$ cat config.mk
export PLATFORM = sky130hd
export DESIGN_NAME = pulse_width_to_pot_wiper_unit_flat
export DESIGN_NICKNAME = d
export VERILOG_FILES = /design/src/design/pwpw_pkg.sv /design/src/design/pwpw_chan_if.sv /design/src/design/pulse_width_to_pot_wiper_unit.sv /design/src/design/pwpw_div.sv /design/src/design/pwpw_dp.sv /design/src/design/pwpw_ctrl.sv /design/src/flat_wrapper.sv
export SDC_FILE = /design/constraint.sdc
export NUM_CORES = 1
export LEC_CHECK = 0
export ABC_CLOCK_PERIOD_IN_PS = 13300
export BUFFER_PORTS_ARGS = -buffer_cell sky130_fd_sc_hd__buf_2
export CORE_MARGIN = 2
export CORE_UTILIZATION = 45
export CTS_CLUSTER_DIAMETER = 100
export DETAILED_ROUTE_END_ITERATION = 10
export PLACE_DENSITY = 0.58
export SLEW_MARGIN = 20
export SYNTH_ARGS = -nofsm -noshare
export SYNTH_HDL_FRONTEND = slang
export SYNTH_SLANG_ARGS = --single-unit
export TNS_END_PERCENT = 1
$ cat constraint.sdc
create_clock -name clk_i -period 13.3 [get_ports clk_i]
set_clock_uncertainty 0.05 [all_clocks]
set_input_delay 2.66 -clock clk_i [delete_from_list [all_inputs] [get_ports clk_i]]
set_output_delay 2.66 -clock clk_i [all_outputs]
set_load 0.05 [all_outputs]
$ cat src/design/pwpw_pkg.sv
// ----------------------------------------------------------------------------
// Pulse width to wiper mapper: shared package
// Types, codes, constants and the symbol centre table used by the modules of
// the pulse width to wiper mapper.
// ----------------------------------------------------------------------------
package pwpw_pkg;

  // Symbol centre table for the seven-bit pot.
  localparam int unsigned TableLen           = 18;
  localparam int unsigned SymbolCountDefault = 18;
  localparam int unsigned CenterBase         = 1024;
  localparam int unsigned CenterStep         = 56;

  localparam logic [6:0] CenterTable [TableLen] = '{
    7'd5,  7'd12, 7'd19, 7'd26, 7'd33,  7'd40,  7'd47,  7'd53,  7'd60,
    7'd67, 7'd74, 7'd81, 7'd87, 7'd94, 7'd101, 7'd108, 7'd115, 7'd122
  };

  // Divider widths: magnitude of the scaled offset and of the width span.
  localparam int unsigned NumWidth = 26;
  localparam int unsigned DenWidth = 16;

  typedef enum logic [1:0] {
    OP_SET_WIDTH = 2'd0,
    OP_SET_RAW   = 2'd1,
    OP_ACK       = 2'd2,
    OP_REAPPLY   = 2'd3
  } opcode_e;

  typedef enum logic [1:0] {
    STAT_OK       = 2'd0,
    STAT_DISABLED = 2'd1,
    STAT_WAIT_ACK = 2'd2,
    STAT_FAILED   = 2'd3
  } status_e;

  typedef enum logic [2:0] {
    REG_POT_TYPE     = 3'd0,
    REG_MIN_WIDTH    = 3'd1,
    REG_MAX_WIDTH    = 3'd2,
    REG_MIN_POSITION = 3'd3,
    REG_MAX_POSITION = 3'd4,
    REG_BUS_ADDRESS  = 3'd5,
    REG_ENABLED      = 3'd6
  } reg_index_e;

  typedef struct packed {
    logic [1:0]  opcode;
    logic [15:0] width_request;
    logic [9:0]  raw_position;
    logic        ack_ok;
  } in_item_t;

  typedef struct packed {
    logic        write_needed;
    logic [6:0]  frame_address;
    logic [7:0]  first_byte;
    logic [7:0]  second_byte;
    logic [1:0]  status;
    logic [8:0]  position_now;
    logic        position_known;
    logic [15:0] width_now;
  } out_item_t;

  typedef struct packed {
    logic [2:0]  index;
    logic [15:0] data;
  } cfg_item_t;

  // Commands from the controller to the datapath.
  typedef struct packed {
    logic capture;
    logic clamp;
    logic map;
    logic div_start;
    logic finish;
    logic out_load;
  } ctrl_cmd_t;

  // Status from the datapath to the controller.
  typedef struct packed {
    logic need_div;
    logic div_done;
    logic out_free;
  } dp_status_t;

  // True when the width is one of the first count symbol centres.
  function automatic logic center_hit(input logic [15:0] w, input int unsigned count);
    logic hit;
    hit = 1'b0;
    for (int unsigned k = 0; k < TableLen; k++) begin
      if ((k < count) && (w == 16'(CenterBase + CenterStep * k))) begin
        hit = 1'b1;
      end
    end
    return hit;
  endfunction

  // Table entry for a width that sits on a symbol centre.
  function automatic logic [6:0] center_value(input logic [15:0] w);
    logic [6:0] val;
    val = '0;
    for (int unsigned k = 0; k < TableLen; k++) begin
      if (w == 16'(CenterBase + CenterStep * k)) begin
        val = CenterTable[k];
      end
    end
    return val;
  endfunction

endpackage

$ cat src/design/pwpw_chan_if.sv
// ----------------------------------------------------------------------------
// Pulse width to wiper mapper: valid/ready channel
// One request channel with valid, ready and a payload of a given type.
// ----------------------------------------------------------------------------
interface pwpw_chan_if #(
  parameter type payload_t = logic
);
  logic     valid;
  logic     ready;
  payload_t payload;

  modport source (output valid, output payload, input ready);
  modport sink   (input valid, input payload, output ready);
endinterface

$ cat src/design/pulse_width_to_pot_wiper_unit.sv
// ----------------------------------------------------------------------------
// Pulse width to wiper mapper: top level
// Turns servo pulse widths into digital pot wiper positions and write frames.
//
// Channels: in_i takes requests (set width, set raw wiper, acknowledge report,
// reapply stored width); out_o gives one result per request; cfg_i writes the
// configuration registers by index and is always ready. Configuration must be
// written only while no request is in flight; the block does not enforce this.
// A request passes through capture, clamp, map, an optional divide, finish and
// hand-over; only a width that goes through the linear map with unequal
// calibration widths uses the one-bit-per-cycle divider (26 steps).
// One request is worked on at a time; the next is accepted as soon as the
// previous result has moved into the output register, so one finished result
// can wait there while the next request is processed. If the receiver stalls
// with a second result ready, the block holds that result and accepts nothing.
// Reset clears the wiper state, loads the register defaults and stores a
// width of 1500 us; the output register comes up empty.
// ----------------------------------------------------------------------------
module pulse_width_to_pot_wiper_unit #(
  parameter int unsigned SYMBOL_COUNT = pwpw_pkg::SymbolCountDefault
) (
  input  logic         clk_i,
  input  logic         rst_ni,
  pwpw_chan_if.sink    in_i,
  pwpw_chan_if.source  out_o,
  pwpw_chan_if.sink    cfg_i
);
  import pwpw_pkg::*;

  ctrl_cmd_t  cmd;
  dp_status_t status;
  logic       in_ready;
  logic       out_valid;
  out_item_t  out_item;

  // Configuration writes are taken in any cycle.
  assign cfg_i.ready = 1'b1;
  assign in_i.ready  = in_ready;

  // Sequencer.
  pwpw_ctrl u_ctrl (
    .clk_i      (clk_i),
    .rst_ni     (rst_ni),
    .in_valid_i (in_i.valid),
    .in_ready_o (in_ready),
    .status_i   (status),
    .cmd_o      (cmd)
  );

  // Registers, arithmetic and output stage.
  pwpw_dp #(
    .SYMBOL_COUNT (SYMBOL_COUNT)
  ) u_dp (
    .clk_i       (clk_i),
    .rst_ni      (rst_ni),
    .in_item_i   (in_i.payload),
    .cfg_valid_i (cfg_i.valid),
    .cfg_item_i  (cfg_i.payload),
    .cmd_i       (cmd),
    .status_o    (status),
    .out_valid_o (out_valid),
    .out_ready_i (out_o.ready),
    .out_item_o  (out_item)
  );

  assign out_o.valid   = out_valid;
  assign out_o.payload = out_item;

endmodule

$ cat src/design/pwpw_div.sv
// ----------------------------------------------------------------------------
// Pulse width to wiper mapper: restoring divider
// Unsigned divider that produces one quotient bit per cycle.
// ----------------------------------------------------------------------------
module pwpw_div #(
  parameter int unsigned NumW = 26,
  parameter int unsigned DenW = 16
) (
  input  logic            clk_i,
  input  logic            rst_ni,
  input  logic            start_i,
  input  logic [NumW-1:0] dividend_i,
  input  logic [DenW-1:0] divisor_i,
  output logic [NumW-1:0] quotient_o,
  output logic            done_o
);
  localparam int unsigned CntW = $clog2(NumW + 1);

  logic [DenW-1:0] rem_q;
  logic [NumW-1:0] quo_q;
  logic [DenW-1:0] div_q;
  logic [CntW-1:0] cnt_q;
  logic            busy_q;
  logic            done_q;

  logic [DenW:0]   trial;
  logic [DenW:0]   diff;
  logic            fits;

  // One restoring step: bring down the next dividend bit and try a subtract.
  always_comb begin
    trial = {rem_q, quo_q[NumW-1]};
    diff  = trial - {1'b0, div_q};
    fits  = (trial >= {1'b0, div_q});
  end

  // Sequencing of the iterations.
  always_ff @(posedge clk_i or negedge rst_ni) begin
    if (!rst_ni) begin
      busy_q <= 1'b0;
      done_q <= 1'b0;
      cnt_q  <= '0;
    end else if (start_i) begin
      busy_q <= 1'b1;
      done_q <= 1'b0;
      cnt_q  <= CntW'(NumW);
    end else if (busy_q) begin
      cnt_q <= cnt_q - CntW'(1);
      if (cnt_q == CntW'(1)) begin
        busy_q <= 1'b0;
        done_q <= 1'b1;
      end
    end else begin
      done_q <= 1'b0;
    end
  end

  // Partial remainder and quotient shift register.
  always_ff @(posedge clk_i) begin
    if (start_i) begin
      rem_q <= '0;
      quo_q <= dividend_i;
      div_q <= divisor_i;
    end else if (busy_q) begin
      rem_q <= fits ? diff[DenW-1:0] : trial[DenW-1:0];
      quo_q <= {quo_q[NumW-2:0], fits};
    end
  end

  assign quotient_o = quo_q;
  assign done_o     = done_q;

endmodule

$ cat src/design/pwpw_dp.sv
// ----------------------------------------------------------------------------
// Pulse width to wiper mapper: datapath
// Configuration registers, wiper state, linear map with divider, frame
// formatting and the output register.
// ----------------------------------------------------------------------------
module pwpw_dp #(
  parameter int unsigned SYMBOL_COUNT = pwpw_pkg::SymbolCountDefault
) (
  input  logic                 clk_i,
  input  logic                 rst_ni,
  input  pwpw_pkg::in_item_t   in_item_i,
  input  logic                 cfg_valid_i,
  input  pwpw_pkg::cfg_item_t  cfg_item_i,
  input  pwpw_pkg::ctrl_cmd_t  cmd_i,
  output pwpw_pkg::dp_status_t status_o,
  output logic                 out_valid_o,
  input  logic                 out_ready_i,
  output pwpw_pkg::out_item_t  out_item_o
);
  import pwpw_pkg::*;

  // Configuration.
  logic        pot_type_q;
  logic [15:0] min_width_q;
  logic [15:0] max_width_q;
  logic [8:0]  min_pos_q;
  logic [8:0]  max_pos_q;
  logic [6:0]  bus_addr_q;
  logic        enabled_q;

  // Wiper state.
  logic [8:0]  committed_q, committed_d;
  logic        known_q, known_d;
  logic [8:0]  pend_pos_q, pend_pos_d;
  logic        pend_valid_q, pend_valid_d;
  logic [15:0] stored_q;
  logic        good_q, good_d;

  // Working registers.
  in_item_t           in_q;
  logic signed [26:0] prod_q;
  logic signed [16:0] den_q;
  logic               hit_q;
  logic [6:0]         tval_q;
  out_item_t          res_q, res_d;
  out_item_t          out_q;
  logic               out_valid_q;

  logic               width_op;
  logic [15:0]        w_sel;
  logic [15:0]        x;
  logic signed [16:0] dx;
  logic signed [9:0]  dpos;
  logic [NumWidth-1:0] num_mag;
  logic [DenWidth-1:0] den_mag;
  logic [NumWidth-1:0] quo;
  logic               div_done;
  logic               neg;
  logic signed [27:0] q_signed;
  logic signed [27:0] r_lin;
  logic [8:0]         dev_max;
  logic [8:0]         p_lin;
  logic [8:0]         p_raw;
  logic [8:0]         p_new;
  logic [1:0]         stat;

  function automatic logic [15:0] clamp_width(input logic [15:0] w, input logic [15:0] lo,
                                              input logic [15:0] hi);
    logic [15:0] c;
    if (w < lo) begin
      c = lo;
    end else if (w > hi) begin
      c = hi;
    end else begin
      c = w;
    end
    return c;
  endfunction

  assign width_op = (in_q.opcode == OP_SET_WIDTH) || (in_q.opcode == OP_REAPPLY);
  assign w_sel    = (in_q.opcode == OP_SET_WIDTH) ? in_q.width_request : stored_q;
  assign dev_max  = pot_type_q ? 9'd127 : 9'd256;

  // Offsets for the linear map, taken from the stored width.
  always_comb begin
    x    = clamp_width(stored_q, min_width_q, max_width_q);
    dx   = $signed({1'b0, x}) - $signed({1'b0, min_width_q});
    dpos = $signed({1'b0, max_pos_q}) - $signed({1'b0, min_pos_q});
  end

  // Divider operands in sign and magnitude form.
  always_comb begin
    num_mag = prod_q[26] ? NumWidth'(-prod_q) : NumWidth'(prod_q);
    den_mag = den_q[16] ? DenWidth'(-den_q) : DenWidth'(den_q);
    neg     = prod_q[26] ^ den_q[16];
  end

  pwpw_div #(
    .NumW (NumWidth),
    .DenW (DenWidth)
  ) u_div (
    .clk_i      (clk_i),
    .rst_ni     (rst_ni),
    .start_i    (cmd_i.div_start),
    .dividend_i (num_mag),
    .divisor_i  (den_mag),
    .quotient_o (quo),
    .done_o     (div_done)
  );

  // Truncated quotient plus the lowest position, clamped to the device range.
  always_comb begin
    q_signed = neg ? -$signed({2'b00, quo}) : $signed({2'b00, quo});
    r_lin    = q_signed + $signed({19'd0, min_pos_q});
    if (den_q == '0) begin
      p_lin = (min_pos_q > dev_max) ? dev_max : min_pos_q;
    end else if (r_lin < 0) begin
      p_lin = '0;
    end else if (r_lin > $signed({19'd0, dev_max})) begin
      p_lin = dev_max;
    end else begin
      p_lin = r_lin[8:0];
    end
  end

  // Position for the request and the state updates it causes.
  always_comb begin
    p_raw = (in_q.raw_position > {1'b0, dev_max}) ? dev_max : in_q.raw_position[8:0];
    if (in_q.opcode == OP_SET_RAW) begin
      p_new = p_raw;
    end else if (hit_q) begin
      p_new = {2'b00, tval_q};
    end else begin
      p_new = p_lin;
    end

    committed_d  = committed_q;
    known_d      = known_q;
    pend_pos_d   = pend_pos_q;
    pend_valid_d = pend_valid_q;
    good_d       = good_q;
    res_d        = '0;

    if (in_q.opcode == OP_ACK) begin
      if (pend_valid_q) begin
        pend_valid_d = 1'b0;
        good_d       = in_q.ack_ok;
        if (in_q.ack_ok) begin
          committed_d = pend_pos_q;
          known_d     = 1'b1;
        end
      end
      stat = good_d ? STAT_OK : STAT_FAILED;
    end else if (enabled_q && known_q && (committed_q == p_new)) begin
      good_d = 1'b1;
      stat   = STAT_OK;
    end else if (!enabled_q) begin
      good_d = 1'b0;
      stat   = STAT_DISABLED;
    end else begin
      pend_pos_d          = p_new;
      pend_valid_d        = 1'b1;
      res_d.write_needed  = 1'b1;
      res_d.frame_address = bus_addr_q;
      res_d.first_byte    = pot_type_q ? 8'h00 : {7'd0, p_new[8]};
      res_d.second_byte   = p_new[7:0];
      stat                = STAT_WAIT_ACK;
    end

    res_d.status         = stat;
    res_d.position_now   = known_d ? committed_d : '0;
    res_d.position_known = known_d;
    res_d.width_now      = stored_q;
  end

  // Configuration and wiper state.
  always_ff @(posedge clk_i or negedge rst_ni) begin
    if (!rst_ni) begin
      pot_type_q   <= 1'b0;
      min_width_q  <= 16'd1000;
      max_width_q  <= 16'd2000;
      min_pos_q    <= 9'd0;
      max_pos_q    <= 9'd256;
      bus_addr_q   <= 7'd46;
      enabled_q    <= 1'b0;
      committed_q  <= '0;
      known_q      <= 1'b0;
      pend_pos_q   <= '0;
      pend_valid_q <= 1'b0;
      stored_q     <= 16'd1500;
      good_q       <= 1'b0;
    end else begin
      if (cfg_valid_i) begin
        case (cfg_item_i.index)
          REG_POT_TYPE:     pot_type_q  <= cfg_item_i.data[0];
          REG_MIN_WIDTH:    min_width_q <= cfg_item_i.data;
          REG_MAX_WIDTH:    max_width_q <= cfg_item_i.data;
          REG_MIN_POSITION: min_pos_q   <= cfg_item_i.data[8:0];
          REG_MAX_POSITION: max_pos_q   <= cfg_item_i.data[8:0];
          REG_BUS_ADDRESS:  bus_addr_q  <= cfg_item_i.data[6:0];
          REG_ENABLED: begin
            enabled_q    <= cfg_item_i.data[0];
            committed_q  <= '0;
            known_q      <= 1'b0;
            pend_valid_q <= 1'b0;
          end
          default: ;
        endcase
      end
      if (cmd_i.clamp && width_op) begin
        stored_q <= clamp_width(w_sel, min_width_q, max_width_q);
      end
      if (cmd_i.finish) begin
        committed_q  <= committed_d;
        known_q      <= known_d;
        pend_pos_q   <= pend_pos_d;
        pend_valid_q <= pend_valid_d;
        good_q       <= good_d;
      end
    end
  end

  // Request capture, product, table look-up and finished result.
  always_ff @(posedge clk_i) begin
    if (cmd_i.capture) begin
      in_q <= in_item_i;
    end
    if (cmd_i.map) begin
      prod_q <= 27'(dx) * 27'(dpos);
      den_q  <= $signed({1'b0, max_width_q}) - $signed({1'b0, min_width_q});
      hit_q  <= pot_type_q && center_hit(stored_q, SYMBOL_COUNT);
      tval_q <= center_value(stored_q);
    end
    if (cmd_i.finish) begin
      res_q <= res_d;
    end
    if (cmd_i.out_load) begin
      out_q <= res_q;
    end
  end

  // Output register occupancy.
  always_ff @(posedge clk_i or negedge rst_ni) begin
    if (!rst_ni) begin
      out_valid_q <= 1'b0;
    end else if (cmd_i.out_load) begin
      out_valid_q <= 1'b1;
    end else if (out_ready_i) begin
      out_valid_q <= 1'b0;
    end
  end

  assign status_o.need_div = width_op && !hit_q && (den_q != '0);
  assign status_o.div_done = div_done;
  assign status_o.out_free = !out_valid_q || out_ready_i;
  assign out_valid_o       = out_valid_q;
  assign out_item_o        = out_q;

endmodule

$ cat src/design/pwpw_ctrl.sv
// ----------------------------------------------------------------------------
// Pulse width to wiper mapper: controller
// Sequences one request through clamp, map, divide when needed, finish and hand-over.
// ----------------------------------------------------------------------------
module pwpw_ctrl (
  input  logic                 clk_i,
  input  logic                 rst_ni,
  input  logic                 in_valid_i,
  output logic                 in_ready_o,
  input  pwpw_pkg::dp_status_t status_i,
  output pwpw_pkg::ctrl_cmd_t  cmd_o
);
  import pwpw_pkg::*;

  typedef enum logic [2:0] {
    S_IDLE,
    S_CLAMP,
    S_MAP,
    S_START,
    S_DIV,
    S_FIN,
    S_HOLD
  } state_e;

  state_e state_q, state_d;

  // Next state and command decode.
  always_comb begin
    state_d    = state_q;
    cmd_o      = '0;
    in_ready_o = (state_q == S_IDLE);
    case (state_q)
      S_IDLE: begin
        if (in_valid_i) begin
          cmd_o.capture = 1'b1;
          state_d       = S_CLAMP;
        end
      end
      S_CLAMP: begin
        cmd_o.clamp = 1'b1;
        state_d     = S_MAP;
      end
      S_MAP: begin
        cmd_o.map = 1'b1;
        state_d   = S_START;
      end
      S_START: begin
        if (status_i.need_div) begin
          cmd_o.div_start = 1'b1;
          state_d         = S_DIV;
        end else begin
          state_d = S_FIN;
        end
      end
      S_DIV: begin
        if (status_i.div_done) begin
          state_d = S_FIN;
        end
      end
      S_FIN: begin
        cmd_o.finish = 1'b1;
        state_d      = S_HOLD;
      end
      S_HOLD: begin
        if (status_i.out_free) begin
          cmd_o.out_load = 1'b1;
          state_d        = S_IDLE;
        end
      end
      default: state_d = S_IDLE;
    endcase
  end

  // State register.
  always_ff @(posedge clk_i or negedge rst_ni) begin
    if (!rst_ni) begin
      state_q <= S_IDLE;
    end else begin
      state_q <= state_d;
    end
  end

  // An accepted request always starts with the clamp step.
  a_accept_clamps: assert property (@(posedge clk_i) disable iff (!rst_ni)
    (in_valid_i && in_ready_o) |=> (state_q == S_CLAMP))
    else $error("accepted request did not move to the clamp step");

  // The divider only reports completion while the controller waits for it.
  a_done_in_div: assert property (@(posedge clk_i) disable iff (!rst_ni)
    status_i.div_done |-> (state_q == S_DIV))
    else $error("divider finished outside the divide step");

  // State is updated exactly once per request.
  a_finish_once: assert property (@(posedge clk_i) disable iff (!rst_ni)
    cmd_o.finish |=> (!cmd_o.finish && (state_q == S_HOLD)))
    else $error("finish step repeated");

  // Handing over a result frees the block for the next request.
  a_load_frees: assert property (@(posedge clk_i) disable iff (!rst_ni)
    cmd_o.out_load |=> in_ready_o)
    else $error("block not ready after result hand-over");

endmodule

$ cat src/flat_wrapper.sv
// flat-port wrapper written by rule: the top's interface ports become plain ports
module pulse_width_to_pot_wiper_unit_flat import pwpw_pkg::*;
#(
  parameter int unsigned SYMBOL_COUNT = pwpw_pkg::SymbolCountDefault
)
  (clk_i, rst_ni, in_i_valid, in_i_payload, in_i_ready, out_o_valid, out_o_payload, out_o_ready, cfg_i_valid, cfg_i_payload, cfg_i_ready);
  pwpw_chan_if #(.payload_t(in_item_t)) in_i_i ();
  pwpw_chan_if #(.payload_t(out_item_t)) out_o_i ();
  pwpw_chan_if #(.payload_t(cfg_item_t)) cfg_i_i ();
  input  logic clk_i;
  input  logic rst_ni;
  input wire logic [$bits(in_i_i.valid)-1:0] in_i_valid;
  input wire logic [$bits(in_i_i.payload)-1:0] in_i_payload;
  output wire logic [$bits(in_i_i.ready)-1:0] in_i_ready;
  output wire logic [$bits(out_o_i.valid)-1:0] out_o_valid;
  output wire logic [$bits(out_o_i.payload)-1:0] out_o_payload;
  input wire logic [$bits(out_o_i.ready)-1:0] out_o_ready;
  input wire logic [$bits(cfg_i_i.valid)-1:0] cfg_i_valid;
  input wire logic [$bits(cfg_i_i.payload)-1:0] cfg_i_payload;
  output wire logic [$bits(cfg_i_i.ready)-1:0] cfg_i_ready;
  assign in_i_i.valid = in_i_valid;
  assign in_i_i.payload = in_i_payload;
  assign in_i_ready = in_i_i.ready;
  assign out_o_valid = out_o_i.valid;
  assign out_o_payload = out_o_i.payload;
  assign out_o_i.ready = out_o_ready;
  assign cfg_i_i.valid = cfg_i_valid;
  assign cfg_i_i.payload = cfg_i_payload;
  assign cfg_i_ready = cfg_i_i.ready;
  pulse_width_to_pot_wiper_unit #(.SYMBOL_COUNT(SYMBOL_COUNT)) u_core (.clk_i(clk_i), .rst_ni(rst_ni), .in_i(in_i_i), .out_o(out_o_i), .cfg_i(cfg_i_i));
endmodule
# == Word level (Yosys, flattened, before mapping) ==
# Cells that the tools add are included.
# word_totals
input_bits,53
out_inout_bits,55
register_bits,350
word_cells,257
# classes
n_bitwise,4
mul,1
muxes,106
order_cmp,9
eq_ne,42
reduce_logical,37
addsub,9
# op_table
op,count
$eq A16 B11 Y1 const B,18
$mux W9,14
$mux W16,7
$mux W26,3
$mux W7,8
$mux W1,53
$sub A16 B16 Y17,2
$gt A16 B16 Y1,2
$lt A16 B16 Y1,2
$mux W6,5
$add A28 B10 Y28,1
$gt A28 B10 Y1,1
$lt A28 B1 Y1 const B,1
$mux W28,1
$neg A26 Y28,1
$mul A17 B10 Y27,1
$neg A26 Y26,1
$mux W24,1
$pmux W3 S7,1
$mux W5,4
$eq A3 B3 Y1 const B,6
$reduce_and A2 Y1,9
$ge A17 B16 Y1,1
$logic_not A17 Y1,1
other kinds (35),64

# == Depth between registers and ports, before layout ==
# Gate-level depths: netlist of the first run.
# depth
word_depth,21
ltp_mapped,51
mapped_depth_nobuf,50

# == By module ==
# From an unflattened synthesis of the first run, not the netlist that was laid out.
# unflattened
cells_unflattened,2828
area_unflattened_um2,27660.3
# modules_own_cells
mod,cells_each,area_per_inst_um2,n_inst,seq_area_each_um2
pwpw_dp,2481,23887.9,1,7592.3
pwpw_div,322,3562.2,1,1756.7
pwpw_ctrl,23,198.9,1,75.1
pulse_width_to_pot_wiper_unit,2,11.3,1,0.0

# == Worst setup path after synthesis of the first run ==
# Ideal clock, no wire load.
# synth_path
path_type,register to register
start,register u_core.u_dp.min_width_q[1]
end,"register u_core.u_dp.prod_q[26], data pin"
slack_ns,1.760
required_time_ns,12.990
period_less_slack_ns,11.540
setup_time_ns,0.260
path_stages_with_launch,49
n_path_buf,1
arrival_ns,11.230
cell_sequence,dfrtp_1 inv_1 ha_1 a21o_1 a21o_1 a21o_1 a21o_1 a21o_1 a21o_1 a21o_1 a21o_1 a211oi_1 o21bai_1 a31oi_1 o21ai_1 clkbuf_1 mux2i_1 ha_1 (+13 left out) o21a_1 nor3_1 fa_1 inv_1 fa_1 inv_1 fa_1 fa_1 inv_1 fa_1 inv_1 ha_1 or2_2 a21oi_1 a31oi_1 a21o_1 a21oi_1 xnor2_1
# synth_between
elab_chain_len,4
# synth_rtl
element,line,rtl
from (decl),pwpw_dp.sv:24,logic [15:0] min_width_q;
from (signal assigned),pwpw_dp.sv:196,REG_MIN_WIDTH: min_width_q <= cfg_item_i.data;
$lt A16 B16 Y1,pwpw_dp.sv:70,if (w < lo) begin
$mux W16,pwpw_dp.sv:70,
$sub A16 B16 Y17 (*),pwpw_dp.sv:87,"dx = $signed({1'b0, x}) - $signed({1'b0, min_width_q});"
$mul A17 B10 Y27 (*),pwpw_dp.sv:229,prod_q <= 27'(dx) * 27'(dpos);
to (signal assigned),pwpw_dp.sv:229,
to (decl),pwpw_dp.sv:41,logic signed [26:0] prod_q;
# Every way passes the cells marked *; elsewhere a longest branch is shown, timed or not.
# A chain may end at the register's enable or synchronous reset.

# == Worst setup path after layout of the first run ==
# Ends and elaborated chain as after synthesis.

==> results of run 1 <==
cell usage after synthesis (31+ instances only):
cell      instances
inv_1           319
nand2_1         283
ha_1            223
edfxtp_1        213
nor2_1          178
o21ai_0         167
fa_1            152
a21oi_1          99
clkbuf_1         87
xnor2_1          86
nor3_1           85
dfrtp_1          83
mux2i_1          64
mux2_2           58
nand3_1          49
a21o_1           45
xor2_1           44
nand2b_1         43
nor2b_1          42
o31ai_1          31
layer usage:
layer  track usage  part of all wire  up-vias
met2        0.3707              0.48      478
li1              -                 -     9971
met5             0                 0        -
met3       0.02827             0.044      126
met1        0.3035              0.45    10200
met4       0.07528             0.032        0
per-stage QoR:
| stage | utilization | hold WS [ps] |
|---|---|---|
| floorplan | - | 350.3 |
| global placement | 0.4775 | 350.4 |
| detailed placement | 0.4775 | 354.5 |
| CTS | 0.5017 | 360.5 |
| global route | 0.5017 | 371.3 |
| finish | 0.5017 | 359.9 |
state kept, by name (all words and copies together) (netlist names), 3 cells and up:
signal,count
u_core.u_dp.min_pos_q,9
u_core.u_dp.min_width_q,16
u_core.u_dp.prod_q,27
u_core.u_dp.bus_addr_q,7
u_core.u_ctrl.state_q,3
u_core.u_dp.u_div.quotient_o,26
u_core.u_dp.max_pos_q,9
u_core.u_dp.in_q,29
u_core.u_dp.u_div.cnt_q,5
u_core.u_dp.pend_pos_q,9
u_core.u_dp.out_item_o,45
u_core.u_dp.u_div.div_q,16
u_core.u_dp.den_q,17
u_core.u_dp.max_width_q,16
u_core.u_dp.res_q,45
u_core.u_dp.stored_q,16
u_core.u_dp.u_div.rem_q,16
u_core.u_dp.committed_q,9
u_core.u_dp.tval_q,7
critical path: cells and delay by family, from the launching register on:
family	cells	cell delay (ps)
DFF	1	470
xor gates and xnor gates	1	90
adders and majority gates	9	4110
buffers and inverters	7	840
muxes	1	160
and+or+nand+nor	3	540
AOI/OAI and AO/OA	28	5640
worst min-delay path by stage:
stage / startpoint / to / slack (ps) / depth (start not counted)
after floorplan: u_core.u_dp.res_q[0] / u_core.u_dp.out_item_o[0] / 350 / 0
after global placement: u_core.u_dp.res_q[21] / u_core.u_dp.out_item_o[21] / 350 / 0
after detailed placement: u_core.u_dp.res_q[19] / u_core.u_dp.out_item_o[19] / 350 / 0
after CTS: u_core.u_dp.res_q[44] / u_core.u_dp.out_item_o[44] / 360 / 0
after global routing: u_core.u_dp.res_q[28] / u_core.u_dp.out_item_o[28] / 370 / 0
final: u_core.u_dp.res_q[44] / u_core.u_dp.out_item_o[44] / 360 / 0
kinds of logic (layout without fill, tap and decap cells):
group | after synthesis | count (layout)
AO/OA/AOI/OAI | 548 | 548
flip-flops | 336 | 336
other | 2 | 8
AND/OR/NAND/NOR | 860 | 860
adder cells (fa/ha/maj) | 375 | 375
multiplexers | 130 | 130
buffers and inverters | 423 | 529
XOR/XNOR | 132 | 132
layout make-up:
class                      count  area, µm²  area share
multi-input combinational   2053      16400      0.5424
sequential                   336       9424      0.3118
inverter                     320       1202     0.03978
clock buffer                  50       1100     0.03639
tap                          782      978.4     0.03237
timing repair buffer         135      768.2     0.02542
clock inverter                24      357.8     0.01184
==> results.toml, run 1 <==
[run_status]
status = "finished clean"

[logic_synthesis]
yosys_most_used_dff = "edfxtp_1"
ys_types = 90
yosysSeqAreaShare = 0.3449
syn-cell-area_um2 = 27330
synth_compound_area_frac = 0.1333
synth_edf_count = 213
synth_top_family_by_area = "adder cells"
synthMuxAreaShare = 0.05169
synth.avg_cell_area_um2 = 9.738
yosysWarnings = 0
synth_xor_area_frac = 0.04286
yosys.area_share.simple = 0.1539
ys_ff_latch = 336
synth_largest_area_cell = "edfxtp_1"
synth_top_area_frac = 0.2341
synth_cells = 2806
synthTopCellsByArea = "edfxtp_1 23%, fa_1 11%, ha_1 10%"
synth_adder_area_share = 0.2135
async_flop_share = 0.3185

[global_route]
grt_usage = 0.2236
grt_max_degree = 62
grt_pass1_vias = 20650
grt_pass1_wl_um = 111900
antenna_found_initial = 0
grt_overflow = 0

[setup_path]
r2r_cells = 49
path_common_cell = "a21o_1"
rrSetupSlack_ps = 1110
arrival_ps = 12430
required_ps = 13540
worstReg2RegStart = "u_core.u_dp.min_width_q[1]"
cp_max_fo = 17
critPathCaptureType = "flop"
worstSetupEndpoint = "u_core.u_dp.prod_q[26]"
critical-path-max-stage-delay_ps = 670
worstSetupPathType = "flop to flop"
rr_endpoint = "u_core.u_dp.prod_q[26]"
critPathSlowestCell = "fa_1"
critPathLaunch = "u_core.u_dp.min_width_q[1]"
cp-start-kind = "flop"

[sta]
setup_viol = 0
timing.fmax_mhz = 82.03
slew_headroom = 0.2460
fin_setup_tns_ps = 0
slew_viol_final = 0
worstMarginPinSlew_ps = 1123
final_hold_viol_count = 0
post-route-period-util = 0.9166
rsz0062_at_grt = "no"
fin_crit_ps = 12190
setup_slack_ps = 1110

[floorplanning]
ioPinCount = 108
start_util = 0.4536
die_h_um = 250.4
rows = 90
core_um2 = 60250
die_w_um = 250.4
fp.dieArea_um2 = 62710

[drt]
drt_iter0_drc = 1284
final_antenna_net_count = 0
first_pass_iters = 6
wl_per_cell_um = 18.98
vias = 20780
drc = 0
via_per_inst = 5.615
drt-total-wl_um = 70220

[layout]
layout-drive-gt1-share = 0.1179
final_cell_mix = "318 x inv_1, 283 x nand2_1, 223 x ha_1"
fin_cells = 3700
antennaDiodeCount = 0
syn_to_final_growth_pct = 10.61
nets = 3314
fillerInstances = 5504
final_common_cell = "inv_1"
final_design_area_no_fill_um2 = 30230

[cts]
htreeDepth = 2
cts_setup_buffers = 0
cts.clk_slew.worst_paths_ps = 60
clkLatencyLatePin_ps = 580
cts_tree = "done"
ctsResizeCount = 0
cts.path.max_buffers = 3
numCtsBuffers = 40
cts.hold.buffers_added = 0
cts_root_buf = "clkbuf_16"
cts.sinks = 336

[placement]
numPortBuffers = 99
dp_slack_ps = 1139
dpl-instance-area_um2 = 28770
place.gp.congestion = 0.9113
dp_cells = 3626
dp_hpwl_um = 54460

[min_path]
min_path_type = "flop to flop"

[job]
maxCapViolations = 0
Power of run 1 is not shown: default switching activity piles up to over one toggle a cycle in this logic, so the estimate is an artifact.
==> inputs of run 2 (changes only) <==
--- a/config.mk
+++ b/config.mk
@@ -5,6 +5,7 @@
 export SDC_FILE = /design/constraint.sdc
 export NUM_CORES = 1
 export LEC_CHECK = 0
+export ABC_AREA = 1
 export ABC_CLOCK_PERIOD_IN_PS = 13300
 export BUFFER_PORTS_ARGS = -buffer_cell sky130_fd_sc_hd__buf_2
 export CORE_MARGIN = 2
==> run 2 against run 1 <==
Worst hold slack gained 8.4 ps; core utilization fell by 0.21 points; wire length shrank 1.8%; die area shrank 2.1%; synthesized cell count rose by 14%; cell area fell by 2.6%; first-iteration DRC count rose by 2.0%; non-clock buffer count fell by 18; register-to-register slack improved by 2000 ps; via count grew 1.9%; cell count grew 11%; setup slack improved by 2000 ps; critical path type unchanged; critical endpoint unchanged; largest cell class unchanged; highest routed layer unchanged.
==> results.toml, run 2 <==
[run_status]
status = "finished clean"

[setup_path]
cp_max_fo = 30
cp-start-kind = "flop"
critical-path-max-stage-delay_ps = 770
cp_top_family = "adder cells"
critPathSlowestCell = "fa_1"
worstSetupPathType = "flop to flop"
critPathCaptureType = "flop"
arrival_ps = 10450
required_ps = 13530
path_buf_inv = 8
rrSetupSlack_ps = 3080
path_common_cell = "nand2_1"

[logic_synthesis]
synth_cells = 3200
syn-cell-area_um2 = 26730
synth_top_area_frac = 0.2392
yosysWarnings = 0
yosysSeqAreaShare = 0.3525
synth_largest_area_cell = "edfxtp_1"
async_flop_share = 0.3185
ys_types = 60
yosys_most_used_dff = "edfxtp_1"
synth.avg_cell_area_um2 = 8.354
post-synth-top-count-cell = "nand2_1"
synthTopCellsByArea = "edfxtp_1 24%, fa_1 11%, ha_1 10%"
synth_common_cells = "701 x nand2_1, 548 x inv_1, 277 x nor2_1"
ys_ff_latch = 336
synth_edf_count = 213

[job]
maxCapViolations = 0

[cts]
clkLatencyLatePin_ps = 590
cts.path.max_buffers = 3
cts_tree = "done"
cts.hold.buffers_added = 0
cts.sinks = 336
cts_setup_buffers = 0
ctsResizeCount = 0
cts_root_buf = "clkbuf_16"
htreeDepth = 2
numCtsBuffers = 40
cts.clk_slew.worst_paths_ps = 60

[global_route]
antenna_found_initial = 0
grt_pass1_vias = 20730
grt_max_degree = 72
grt_pass1_wl_um = 110000
grt_usage = 0.2281
grt_overflow = 0

[floorplanning]
rows = 89
die_w_um = 247.7
ioPinCount = 108
core_um2 = 58910
fp.dieArea_um2 = 61380
die_h_um = 247.7
start_util = 0.4538

[sta]
fin_setup_tns_ps = 0
timing.fmax_mhz = 97.86
final_hold_viol_count = 0
setup_viol = 0
worstMarginPinSlew_ps = 975.8
post-route-period-util = 0.7684
slew_viol_final = 0
fin_crit_ps = 10220
slew_headroom = 0.3479
rsz0062_at_grt = "no"

[layout]
syn_to_final_growth_pct = 10.09
fillerInstances = 5653
post-route-util = 0.4996
final_cell_mix = "701 x nand2_1, 548 x inv_1, 273 x nor2_1"
layout-drive-gt1-share = 0.08489
nets = 3718
final_common_cell = "nand2_1"

[placement]
place.gp.congestion = 0.9162
numPortBuffers = 99
dp_hpwl_um = 54640

[drt]
drt-total-wl_um = 68940
drt_iter0_drc = 1310
via_per_inst = 5.167
vias = 21160
final_antenna_net_count = 0
first_pass_iters = 5
drc = 0
wl_per_cell_um = 16.83

[min_path]
min_path_type = "flop to flop"
[run 2: cell count changes after synthesis, sizes merged, moves of 51 or more]
cell,previous run,this run
nand3,49,117
nor3,89,33
nand2,284,715
nor2,178,296
inv,319,556
a21oi,100,160
o21ai,169,220
mux2,65,0
mux2i,65,0
[run 2: per-stage QoR]
step	cell area, µm²	setup WS, ps	hold slack [ps]	instances
floorplan	26760	4371	350.3	3206
global placement	28050	3299	352.5	4021
detailed placement	28050	3081	354.5	4021
CTS	29430	3035	368.1	4095
global route	29430	2087	373.0	4095
finish	29430	3081	368.3	4096
[run 2: final cells by class]
class                           count  area (µm²)  share of cell area
Clock buffer                       46        1033             0.03512
Timing Repair Buffer              117       633.1             0.02151
Clock inverter                     28       342.8             0.01165
Multi-Input combinational cell   2234       14920              0.5070
Tap cell                          773       967.2             0.03286
Antenna cell                        1       2.502          0.00008503
Sequential cell                   336        9424              0.3202
Inverter                          561        2106             0.07155
[run 2: metal layers]
layer	vias up	GRT usage	share of wire
met1	10090	0.3112	0.45
met5	-	0	0
met3	78	0.02541	0.044
li1	10530	-	-
met4	0	0.05565	0.019
met2	474	0.3886	0.49
[run 2: final timing paths]
| kind | startpoint | end | depth (start not counted) |
|---|---|---|---|
| worst min register to register | u_core.u_dp.res_q[4] | u_core.u_dp.out_item_o[4] | 0 |
| max in group asynchronous | rst_ni | u_core.u_dp.min_pos_q[3] | 2 |
| worst min-delay path | u_core.u_dp.res_q[4] | u_core.u_dp.out_item_o[4] | 0 |
| min in group asynchronous | rst_ni | u_core.u_dp.pend_pos_q[6] | 1 |
| worst max-delay path | u_core.u_dp.min_width_q[1] | u_core.u_dp.prod_q[26] | 48 |
| worst max register to register | u_core.u_dp.min_width_q[1] | u_core.u_dp.prod_q[26] | 48 |
[run 2: kinds of logic (layout without fill, tap and decap cells)]
kind of cell	count (synthesis)	in the layout	synth area share
AND/OR/NAND/NOR	1244	1244	0.1953
buffers and inverters	636	752	0.09145
AO/OA/AOI/OAI	489	489	0.1029
adder cells (fa/ha/maj)	375	375	0.2182
flip-flops	336	336	0.3525
XOR/XNOR	118	118	0.03936
other	2	9	0.0002809
Power of run 2 is left out for the same reason.
==> inputs of run 3 (changes only) <==
--- a/config.mk
+++ b/config.mk
@@ -6,13 +6,13 @@
 export NUM_CORES = 1
 export LEC_CHECK = 0
 export ABC_AREA = 1
-export ABC_CLOCK_PERIOD_IN_PS = 13300
+export ABC_CLOCK_PERIOD_IN_PS = 8300
 export BUFFER_PORTS_ARGS = -buffer_cell sky130_fd_sc_hd__buf_2
 export CORE_MARGIN = 2
 export CORE_UTILIZATION = 45
 export CTS_CLUSTER_DIAMETER = 100
 export DETAILED_ROUTE_END_ITERATION = 10
-export PLACE_DENSITY = 0.58
+export PLACE_DENSITY = 0.61
 export SLEW_MARGIN = 20
 export SYNTH_ARGS = -nofsm -noshare
 export SYNTH_HDL_FRONTEND = slang
==> constraint.sdc (replaced) <==
create_clock -name clk_i -period 8.3 [get_ports clk_i]
set_clock_uncertainty 0.05 [all_clocks]
set_input_delay 1.66 -clock clk_i [delete_from_list [all_inputs] [get_ports clk_i]]
set_output_delay 1.66 -clock clk_i [all_outputs]
set_load 0.05 [all_outputs]
==> run 3 against run 2 <==
The run now ends with negative setup slack left; register-to-register slack worse by 3400 ps; via count is 4.6% higher; first-iteration DRC count is 6.3% higher; cell area is 6.4% higher.
==> results.toml, run 3 (synthesis gave the netlist of run 2 again) <==
[sta]
timing.hold.ws_ps = 363.2
slew_headroom = 0.3579
worstMarginPinSlew_ps = 960.8
rsz0062_at_grt = "yes"
slew_viol_final = 0
final_hold_viol_count = 0
setup_viol = 9
fin_crit_ps = 8659
timing.fmax_mhz = 115.5
setup_slack_ps = -358.8
post-route-period-util = 1.043

[run_status]
violations = "negative setup slack"
status = "finished, violations left"

[setup_path]
critical-path-max-stage-delay_ps = 560
required_ps = 8530
critPathCaptureType = "flop"
worstSetupPathType = "flop to flop"
arrival_ps = 8890
cp-start-kind = "flop"
rrSetupSlack_ps = -360
cp_max_fo = 7
critPathSlowestCell = "dfstp_2"
path_common_cell = "nand2_1"

[global_route]
grt_usage = 0.2323
grt_pass1_vias = 21850
grt_overflow = 0
grt_pass1_wl_um = 112600
grt_max_degree = 58
antenna_found_initial = 3

[layout]
final_common_cell = "nand2_1"
multi_input_area_um2 = 15400
fillerInstances = 5423
final_cell_mix = "689 x nand2_1, 533 x inv_1, 267 x nor2_1"
register_area_um2 = 9424
nets = 3913
layout-drive-gt1-share = 0.1593
syn_to_final_growth_pct = 17.15

[cts]
cts.clk_slew.worst_paths_ps = 60
cts.path.max_buffers = 3
cts_root_buf = "clkbuf_16"
htreeDepth = 2
cts_tree = "done"
cts.sinks = 336
numCtsBuffers = 40
cts.hold.buffers_added = 0
clkLatencyLatePin_ps = 580

[min_path]
min_path_type = "flop to flop"

[floorplanning]
ioPinCount = 108
die_w_um = 247.7
start_util = 0.4538
die_h_um = 247.7
fp.dieArea_um2 = 61380
core_um2 = 58910
rows = 89

[drt]
drt_iter0_drc = 1393
drc = 0
vias = 22140
drt-total-wl_um = 70520
first_pass_iters = 6
final_antenna_net_count = 0
wl_per_cell_um = 16.44
via_per_inst = 5.163

[placement]
numPortBuffers = 99
place.gp.congestion = 0.9450
dp_hpwl_um = 56210

[job]
maxCapViolations = 0
-- run 3: what timing repair did --
item,in CTS,in global routing
endpoints found under the setup margin,11,14
buffers inserted,2,4
pin swaps,22,42
resized for setup,30,28
cloned,2,0
-- run 3: critical path: cells and delay by family (launching register included) --
family                   cells  cell delay [ps]
buffers and inverters        8              660
XOR/XNOR                     1              150
AND/OR/NAND/NOR             21             2270
adder cells (fa/ha/maj)      8             3250
flip-flops                   1              560
AO/OA/AOI/OAI               13             1410
-- run 3: cell type report --
cell class                      count  area share
Multi-Input combinational cell   2235      0.4919
Sequential cell                   336      0.3009
Timing Repair Buffer              310     0.06763
Inverter                          561     0.06763
Clock buffer                       49     0.03368
Tap cell                          773     0.03088
Clock inverter                     23    0.007231
Timing Repair inverter              1   0.0001198
Antenna cell                        1  0.00007990
-- run 3: per-stage QoR --
| step | util | setup slack (ps) | cell area, µm² | setup TNS [ps] | cells |
|---|---|---|---|---|---|
| floorplan | - | -2.328 | 27070 | -2.328 | 3206 |
| global placement | 0.5050 | -541.1 | 29750 | -3268 | 4208 |
| detailed placement | 0.5050 | -696.6 | 29750 | -4658 | 4208 |
| CTS | 0.5290 | -344.7 | 31160 | -1808 | 4284 |
| global route | 0.5317 | -1022 | 31320 | -8430 | 4289 |
| finish | 0.5317 | -358.8 | 31320 | -1967 | 4289 |
-- run 3: worst paths after layout --
path,startpoint,endpoint,cells after the start
min in group asynchronous,rst_ni,u_core.u_dp.pend_pos_q[1],1
max reg2reg,u_core.u_dp.stored_q[2],u_core.u_dp.prod_q[26],51
max,u_core.u_dp.stored_q[2],u_core.u_dp.prod_q[26],51
max in group asynchronous,rst_ni,u_core.u_dp.stored_q[14],2
min reg2reg,u_core.u_dp.res_q[30],u_core.u_dp.out_item_o[30],0
min,u_core.u_dp.res_q[30],u_core.u_dp.out_item_o[30],0
-- run 3: per-layer routing --
metal  wire length (µm)  part of all wire  track usage
met1              31050              0.44       0.3073
met5                  0                 0            0
met2              34310              0.49       0.3983
met4               2001             0.028      0.07309
met3               3162             0.045      0.02725
Power of run 3 is left out for the same reason.
